$ cat src/rtl/core/tei_pkg.sv
package tei_pkg;

    // Privilege levels
    localparam logic [1:0] PRIV_U = 2'd0;
    localparam logic [1:0] PRIV_S = 2'd1;
    localparam logic [1:0] PRIV_M = 2'd3;

    // mstatus bit positions
    localparam int ST_SIE  = 1;
    localparam int ST_MIE  = 3;
    localparam int ST_SPIE = 5;
    localparam int ST_MPIE = 7;
    localparam int ST_SPP  = 8;
    localparam int ST_MPP  = 11;

    // Item function codes
    localparam logic FUNC_EXC = 1'b0;
    localparam logic FUNC_IRQ = 1'b1;

    // Configuration register indexes
    localparam int CFG_IDX_W = 8;
    localparam logic [CFG_IDX_W-1:0] CFG_MEDELEG = 8'd0;
    localparam logic [CFG_IDX_W-1:0] CFG_MIDELEG = 8'd1;
    localparam logic [CFG_IDX_W-1:0] CFG_MTVEC   = 8'd2;
    localparam logic [CFG_IDX_W-1:0] CFG_STVEC   = 8'd3;
    localparam logic [CFG_IDX_W-1:0] CFG_MIE     = 8'd4;

    // Vector mode code that selects vectored interrupts
    localparam logic [1:0] VEC_MODE_VECTORED = 2'd1;

    // Interrupt priority: MEI, MSI, MTI, SEI, SSI, STI
    localparam int NUM_IRQ = 6;
    localparam logic [4:0] IRQ_ORDER [NUM_IRQ] = '{5'd11, 5'd3, 5'd7, 5'd9, 5'd1, 5'd5};

    typedef struct packed {
        logic [31:0] medeleg;
        logic [31:0] mideleg;
        logic [31:0] mtvec;
        logic [31:0] stvec;
        logic [31:0] mie;
    } t_cfg;

    typedef struct packed {
        logic        func;
        logic [31:0] cur_pc;
        logic [4:0]  exc_cause;
        logic [31:0] trap_value;
        logic [31:0] pending_bits;
    } t_item;

    typedef struct packed {
        logic        trap_taken;
        logic [31:0] next_pc;
        logic [1:0]  next_priv;
        logic        to_supervisor;
        logic [31:0] cause_word;
        logic        vector_zero;
        logic [31:0] status_word;
    } t_result;

    // Trap CSR writeback for the target mode
    typedef struct packed {
        logic        wr_m;
        logic        wr_s;
        logic [31:0] epc;
        logic [31:0] cause;
        logic [31:0] tval;
    } t_csr_wr;

endpackage

$ cat src/rtl/core/tei_entry.sv
module tei_entry (
    input  tei_pkg::t_cfg    i_cfg,
    input  tei_pkg::t_item   i_item,
    input  logic [1:0]       i_priv,
    input  logic [31:0]      i_status,
    output tei_pkg::t_result o_result,
    output tei_pkg::t_csr_wr o_csr_wr
);

    logic        live_any;
    logic [31:0] live;
    logic        irq_found;
    logic [4:0]  irq_code;
    logic        irq_ok;
    logic        deleg_irq;
    logic        taken;
    logic        intr;
    logic [4:0]  code;
    logic        deleg_bit;
    logic        to_s;
    logic [31:0] cause;
    logic [31:0] st;
    logic [31:0] vec;
    logic [31:0] target;

    // Select the highest-priority interrupt that is allowed to fire
    always_comb begin
        live      = i_item.pending_bits & i_cfg.mie;
        irq_found = 1'b0;
        irq_code  = 5'd0;
        live_any  = 1'b0;
        deleg_irq = 1'b0;
        irq_ok    = 1'b0;
        for (int i = 0; i < tei_pkg::NUM_IRQ; i++) begin
            live_any  = live[tei_pkg::IRQ_ORDER[i]];
            deleg_irq = i_cfg.mideleg[tei_pkg::IRQ_ORDER[i]];
            if (deleg_irq) begin
                if (i_priv == tei_pkg::PRIV_M) begin
                    irq_ok = 1'b0;
                end else if (i_priv == tei_pkg::PRIV_S) begin
                    irq_ok = i_status[tei_pkg::ST_SIE];
                end else begin
                    irq_ok = 1'b1;
                end
            end else begin
                irq_ok = (i_priv == tei_pkg::PRIV_M) ? i_status[tei_pkg::ST_MIE] : 1'b1;
            end
            if (!irq_found && live_any && irq_ok) begin
                irq_found = 1'b1;
                irq_code  = tei_pkg::IRQ_ORDER[i];
            end
        end
    end

    // Resolve target mode and build the new status
    always_comb begin
        intr      = (i_item.func == tei_pkg::FUNC_IRQ);
        taken     = intr ? irq_found : 1'b1;
        code      = intr ? irq_code : i_item.exc_cause;
        deleg_bit = intr ? i_cfg.mideleg[code] : i_cfg.medeleg[code];
        to_s      = (i_priv != tei_pkg::PRIV_M) && deleg_bit;
        cause     = {intr, 26'd0, code};
        st        = i_status;
        if (to_s) begin
            st[tei_pkg::ST_SPIE] = i_status[tei_pkg::ST_SIE];
            st[tei_pkg::ST_SIE]  = 1'b0;
            st[tei_pkg::ST_SPP]  = (i_priv == tei_pkg::PRIV_S);
            vec                  = i_cfg.stvec;
        end else begin
            st[tei_pkg::ST_MPIE] = i_status[tei_pkg::ST_MIE];
            st[tei_pkg::ST_MIE]  = 1'b0;
            st[tei_pkg::ST_MPP+1:tei_pkg::ST_MPP] = i_priv;
            vec                  = i_cfg.mtvec;
        end
        target = {vec[31:2], 2'b00};
        if (intr && vec[1:0] == tei_pkg::VEC_MODE_VECTORED) begin
            target = target + {25'd0, code, 2'b00};
        end
    end

    // Drive result and CSR writeback
    always_comb begin
        if (taken) begin
            o_result.trap_taken    = 1'b1;
            o_result.next_pc       = target;
            o_result.next_priv     = to_s ? tei_pkg::PRIV_S : tei_pkg::PRIV_M;
            o_result.to_supervisor = to_s;
            o_result.cause_word    = cause;
            o_result.vector_zero   = (target == 32'd0);
            o_result.status_word   = st;
        end else begin
            o_result.trap_taken    = 1'b0;
            o_result.next_pc       = i_item.cur_pc;
            o_result.next_priv     = i_priv;
            o_result.to_supervisor = 1'b0;
            o_result.cause_word    = 32'd0;
            o_result.vector_zero   = 1'b0;
            o_result.status_word   = i_status;
        end
        o_csr_wr.wr_m  = taken && !to_s;
        o_csr_wr.wr_s  = taken && to_s;
        o_csr_wr.epc   = i_item.cur_pc;
        o_csr_wr.cause = cause;
        o_csr_wr.tval  = intr ? 32'd0 : i_item.trap_value;
    end

endmodule

$ cat src/rtl/core/trap_entry_and_interrupt_select_top.sv
// Pipeline: input register, then result register.
// Throughput: one item per cycle unless the output stalls; the trap decision is one
// combinational pass into the result register; privilege/status update at that edge.
// Reset (synchronous, active low): privilege to machine mode, status, trap CSRs and
// configuration registers to zero, both pipeline registers empty.
module trap_entry_and_interrupt_select_top (
    input  logic        i_clk,
    input  logic        i_rst_n,
    // item input
    input  logic        i_in_valid,
    output logic        o_in_ready,
    input  logic        i_func,
    input  logic [31:0] i_cur_pc,
    input  logic [4:0]  i_exc_cause,
    input  logic [31:0] i_trap_value,
    input  logic [31:0] i_pending_bits,
    // result output
    output logic        o_out_valid,
    input  logic        i_out_ready,
    output logic        o_trap_taken,
    output logic [31:0] o_next_pc,
    output logic [1:0]  o_next_priv,
    output logic        o_to_supervisor,
    output logic [31:0] o_cause_word,
    output logic        o_vector_zero,
    output logic [31:0] o_status_word,
    // configuration writes
    input  logic        i_cfg_valid,
    output logic        o_cfg_ready,
    input  logic [tei_pkg::CFG_IDX_W-1:0] i_cfg_index,
    input  logic [31:0] i_cfg_data
);

    tei_pkg::t_cfg    r_cfg;
    tei_pkg::t_item   r_item;
    logic             r_in_valid;
    tei_pkg::t_result r_result;
    logic             r_out_valid;
    logic [1:0]       r_priv;
    logic [31:0]      r_status;
    logic [31:0]      r_mepc;
    logic [31:0]      r_mcause;
    logic [31:0]      r_mtval;
    logic [31:0]      r_sepc;
    logic [31:0]      r_scause;
    logic [31:0]      r_stval;

    tei_pkg::t_result n_result;
    tei_pkg::t_csr_wr csr_wr;
    logic             advance;

    assign advance     = r_in_valid && (!r_out_valid || i_out_ready);
    assign o_in_ready  = !r_in_valid || advance;
    assign o_cfg_ready = 1'b1;

    tei_entry u_entry (
        .i_cfg    (r_cfg),
        .i_item   (r_item),
        .i_priv   (r_priv),
        .i_status (r_status),
        .o_result (n_result),
        .o_csr_wr (csr_wr)
    );

    // Hold configuration registers
    always_ff @(posedge i_clk) begin
        if (!i_rst_n) begin
            r_cfg <= '0;
        end else if (i_cfg_valid) begin
            case (i_cfg_index)
                tei_pkg::CFG_MEDELEG: r_cfg.medeleg <= i_cfg_data;
                tei_pkg::CFG_MIDELEG: r_cfg.mideleg <= i_cfg_data;
                tei_pkg::CFG_MTVEC:   r_cfg.mtvec   <= i_cfg_data;
                tei_pkg::CFG_STVEC:   r_cfg.stvec   <= i_cfg_data;
                tei_pkg::CFG_MIE:     r_cfg.mie     <= i_cfg_data;
                default: ;
            endcase
        end
    end

    // Capture the input transfer
    always_ff @(posedge i_clk) begin
        if (!i_rst_n) begin
            r_in_valid <= 1'b0;
        end else if (o_in_ready) begin
            r_in_valid <= i_in_valid;
        end
        if (o_in_ready && i_in_valid) begin
            r_item.func         <= i_func;
            r_item.cur_pc       <= i_cur_pc;
            r_item.exc_cause    <= i_exc_cause;
            r_item.trap_value   <= i_trap_value;
            r_item.pending_bits <= i_pending_bits;
        end
    end

    // Advance into the result register and commit hart state
    always_ff @(posedge i_clk) begin
        if (!i_rst_n) begin
            r_out_valid <= 1'b0;
            r_priv      <= tei_pkg::PRIV_M;
            r_status    <= '0;
            r_mepc      <= '0;
            r_mcause    <= '0;
            r_mtval     <= '0;
            r_sepc      <= '0;
            r_scause    <= '0;
            r_stval     <= '0;
        end else begin
            if (advance) begin
                r_out_valid <= 1'b1;
                r_priv      <= n_result.next_priv;
                r_status    <= n_result.status_word;
                if (csr_wr.wr_m) begin
                    r_mepc   <= csr_wr.epc;
                    r_mcause <= csr_wr.cause;
                    r_mtval  <= csr_wr.tval;
                end
                if (csr_wr.wr_s) begin
                    r_sepc   <= csr_wr.epc;
                    r_scause <= csr_wr.cause;
                    r_stval  <= csr_wr.tval;
                end
            end else if (i_out_ready) begin
                r_out_valid <= 1'b0;
            end
        end
        if (advance) begin
            r_result <= n_result;
        end
    end

    assign o_out_valid     = r_out_valid;
    assign o_trap_taken    = r_result.trap_taken;
    assign o_next_pc       = r_result.next_pc;
    assign o_next_priv     = r_result.next_priv;
    assign o_to_supervisor = r_result.to_supervisor;
    assign o_cause_word    = r_result.cause_word;
    assign o_vector_zero   = r_result.vector_zero;
    assign o_status_word   = r_result.status_word;

endmodule
$ cat config.mk
export PLATFORM = sky130hd
export DESIGN_NAME = trap_entry_and_interrupt_select_top
export DESIGN_NICKNAME = d
export VERILOG_FILES = /design/src/rtl/core/tei_pkg.sv /design/src/rtl/core/tei_entry.sv /design/src/rtl/core/trap_entry_and_interrupt_select_top.sv
export SDC_FILE = /design/constraint.sdc
export NUM_CORES = 1
export LEC_CHECK = 0
export BUFFER_PORTS_ARGS = -buffer_cell sky130_fd_sc_hd__buf_4
export CAP_MARGIN = 10
export CELL_PAD_IN_SITES_DETAIL_PLACEMENT = 1
export CELL_PAD_IN_SITES_GLOBAL_PLACEMENT = 1
export CORE_MARGIN = 4
export CORE_UTILIZATION = 44
export CTS_CLUSTER_DIAMETER = 100
export CTS_CLUSTER_SIZE = 30
export DETAILED_ROUTE_END_ITERATION = 6
export PLACE_DENSITY = 0.88
export SLEW_MARGIN = 30
export SYNTH_ARGS = -nofsm -noshare
export SYNTH_HDL_FRONTEND = slang
export SYNTH_SLANG_ARGS = --single-unit
$ cat constraint.sdc
create_clock -name i_clk -period 17.5 [get_ports i_clk]
set_clock_uncertainty 0.1 [all_clocks]
set_input_delay 3.5 -clock i_clk [delete_from_list [all_inputs] [get_ports i_clk]]
set_output_delay 3.5 -clock i_clk [all_outputs]
set_load 0.02 [all_outputs]
==> run metrics <==
DRC Markers=0; WP data arrival=9.06 ns; CTS tree=yes; Worst-Margin Slew=0.903 ns; final hold viol count=0; max_cap viols=0; Worst Setup End Kind=register; vias per cell=5.67; Avg Cell Area, Syn=9.30 sq um; largest net degree at the start of global routing=125; minimum clock period after layout=8.87 ns; LEAKAGE=4.47 nW; layout cell share with drive strength beyond 1=0.166; synth unique cells=80; final RePlAce weighted congestion=0.918; Critical Path RT=17.69 ns; DRT Wirelength=34900 um; Slew Limit Fails=0; Critical Path Max Stage Delay=0.69 ns; maximum clock path buffer count=3; Yosys top cell area share=0.250; Synth Warn #=0; # rows=58; prevailing post-synth register cell=dfxtp_1; Area contributors post-synth=edfxtp_1, dfxtp_1, nand2_1; kind of critical path=register to register; GRT Util Overall=0.239; Async SR Flop Fraction=0; Min-Delay Path Class=register to register; initial antenna violation count=0; Core Region=25200 sq um; Startpoint Class=register; relative slew slack=0.396; # diodes=0; quantity of gates resized following cts=0; Max Fclk=113 MHz; Clock Latency Late Sink=0.48 ns; status=completed; DR vias=9283; port bufs=140; nets=1455; die footprint=28200 sq um; Routed Antenna Nets=0; IO Count=251; Total Power=0.000931 W; RSZ-0062 raised after global routing=false; vias in the first global route=9488; final setup vio count=0; total gr overflow=0; H-Tree Depth=1; Initial Util=0.447; Syn Inst Count=1212; final worst path period share=0.507; Hold-fix buffers, CTS=0; EDFF count, synth=94; P&R area growth vs syn=12.2%; Setup TNS=0 ns; post-synthesis sequential area ratio=0.471; first-pass GRT wire length=53700 um; total CTS buffers=11; clk sink count=218; cell accounting for the most synthesized area=edfxtp_1; Reg clk slew, reported paths=0.12 ns; VDD IR max=53.2 uV; Pwr Density=73.7 nW/um^2; drt first pass iters=5; die width=168 um; Crit-path slowest cell=dfxtp_1; initial DRC count=902; Commonest cells post-synth=nand2_1, dfxtp_1, a21boi_0; Mapped Area=11300 sq um; CP Max Fanout=37; dpl hpwl=25700 um; Die Height=168 um; clk root buf=clkbuf_16; #FFs+latches synth=218; Post-CTS Setup Bufs=0; crit-path most repeated cell=nand4_1; cell with the most instances after synthesis=nand2_1; wire length per cell=21.4 um
-- power breakdown --
group,internal (W),leakage (nW),switching (W)
sequential,0.000544,1.89,0.00000601
combinational,0.0000317,2.41,0.0000550
clock,0.000128,0.164,0.000166
total,0.000704,4.47,0.000227
-- final cells by class --
class,instances,area [sq um]
clock buffers,14,287
repair buffers,148,1130
fillers,2927,12500
multi-input cells,900,5370
well taps,330,413
flip-flops and latches,218,5310
inverters,23,96.3
clock inverters,3,40.0
-- path summary, 6_finish.rpt --
kind                            startpoint       endpoint  slack (ns)  cells past startpoint
worst max-delay path             r_priv[0]  o_vector_zero        8.63                     29
worst min-delay path            r_cfg[159]     r_cfg[159]        0.37                      2
worst max register to register   r_priv[0]  o_vector_zero        8.63                     29
worst min register to register  r_cfg[159]     r_cfg[159]        0.37                      2
-- placed cells by master (no fill, tap or decap), types with 3 or more instances in the layout --
cell type	count
a311oi_2	3
clkbuf_16	11
and2_1	7
nor4b_1	3
conb_1	52
nand3_1	38
clkbuf_1	3
a21oi_1	36
nor4_1	9
nor3b_1	4
xnor2_1	34
nor2_1	55
nor2b_1	18
edfxtp_1	94
nand2_1	296
mux2i_1	40
nor3_1	13
xor2_1	19
ha_1	5
o31ai_1	3
o21ai_0	22
inv_1	20
a211oi_1	3
nand3b_1	4
mux2_2	21
buf_4	146
or2_2	4
and4_1	5
and3_1	12
a21boi_0	110
a21o_1	5
o311a_1	3
nand4_1	17
dfxtp_1	124
-- logic make-up after synthesis --
| group | after synthesis | share of synthesized area |
|---|---|---|
| buffers and inverters | 144 | 0.0718 |
| adder cells (fa/ha/maj) | 6 | 0.00733 |
| AND/OR/NAND/NOR | 501 | 0.200 |
| other | 2 | 0.000666 |
| flip-flops | 218 | 0.471 |
| multiplexers | 64 | 0.0615 |
| XOR/XNOR | 53 | 0.0412 |
| AO/OA/AOI/OAI | 224 | 0.147 |
-- routing by layer --
layer  global-route usage  share of wire  wire length (um)
met5                    0              0                 0
met4               0.0734          0.027               926
met1                0.322           0.42             14700
met2                0.400           0.48             16900
met3               0.0338          0.069              2410
-- per-stage QoR --
stage	hold slack [ns]	instances	utilization	setup slack (ns)	cell area [sq um]
floorplan	0.324	1262	-	10.03	11500
global placement	0.354	1618	0.488	8.67	12300
detailed placement	0.361	1618	0.488	8.40	12300
CTS	0.380	1635	0.501	8.32	12600
global route	0.405	1636	0.502	8.30	12600
finish	0.374	1636	0.502	8.63	12600
-- flip-flops by register name, indices dropped and copies added, names as in the netlist --
signal           cells
r_cfg              113
r_item              44
o_next_pc           32
o_status_word        7
r_status             7
o_cause_word         6
o_next_priv          2
r_priv               2
o_out_valid          1
o_to_supervisor      1
o_trap_taken         1
o_vector_zero        1
r_in_valid           1
-- critical path, delay by kind of cell (launching register included) --
kind	cells	cell delay, ns
XOR/XNOR	1	0.35
AND/OR/NAND/NOR	12	3.24
AO/OA/AOI/OAI	9	2.32
multiplexers	2	0.57
adder cells (fa/ha/maj)	2	0.64
flip-flops	1	0.69
buffers and inverters	3	0.72
(Power assumes the default switching activity.)
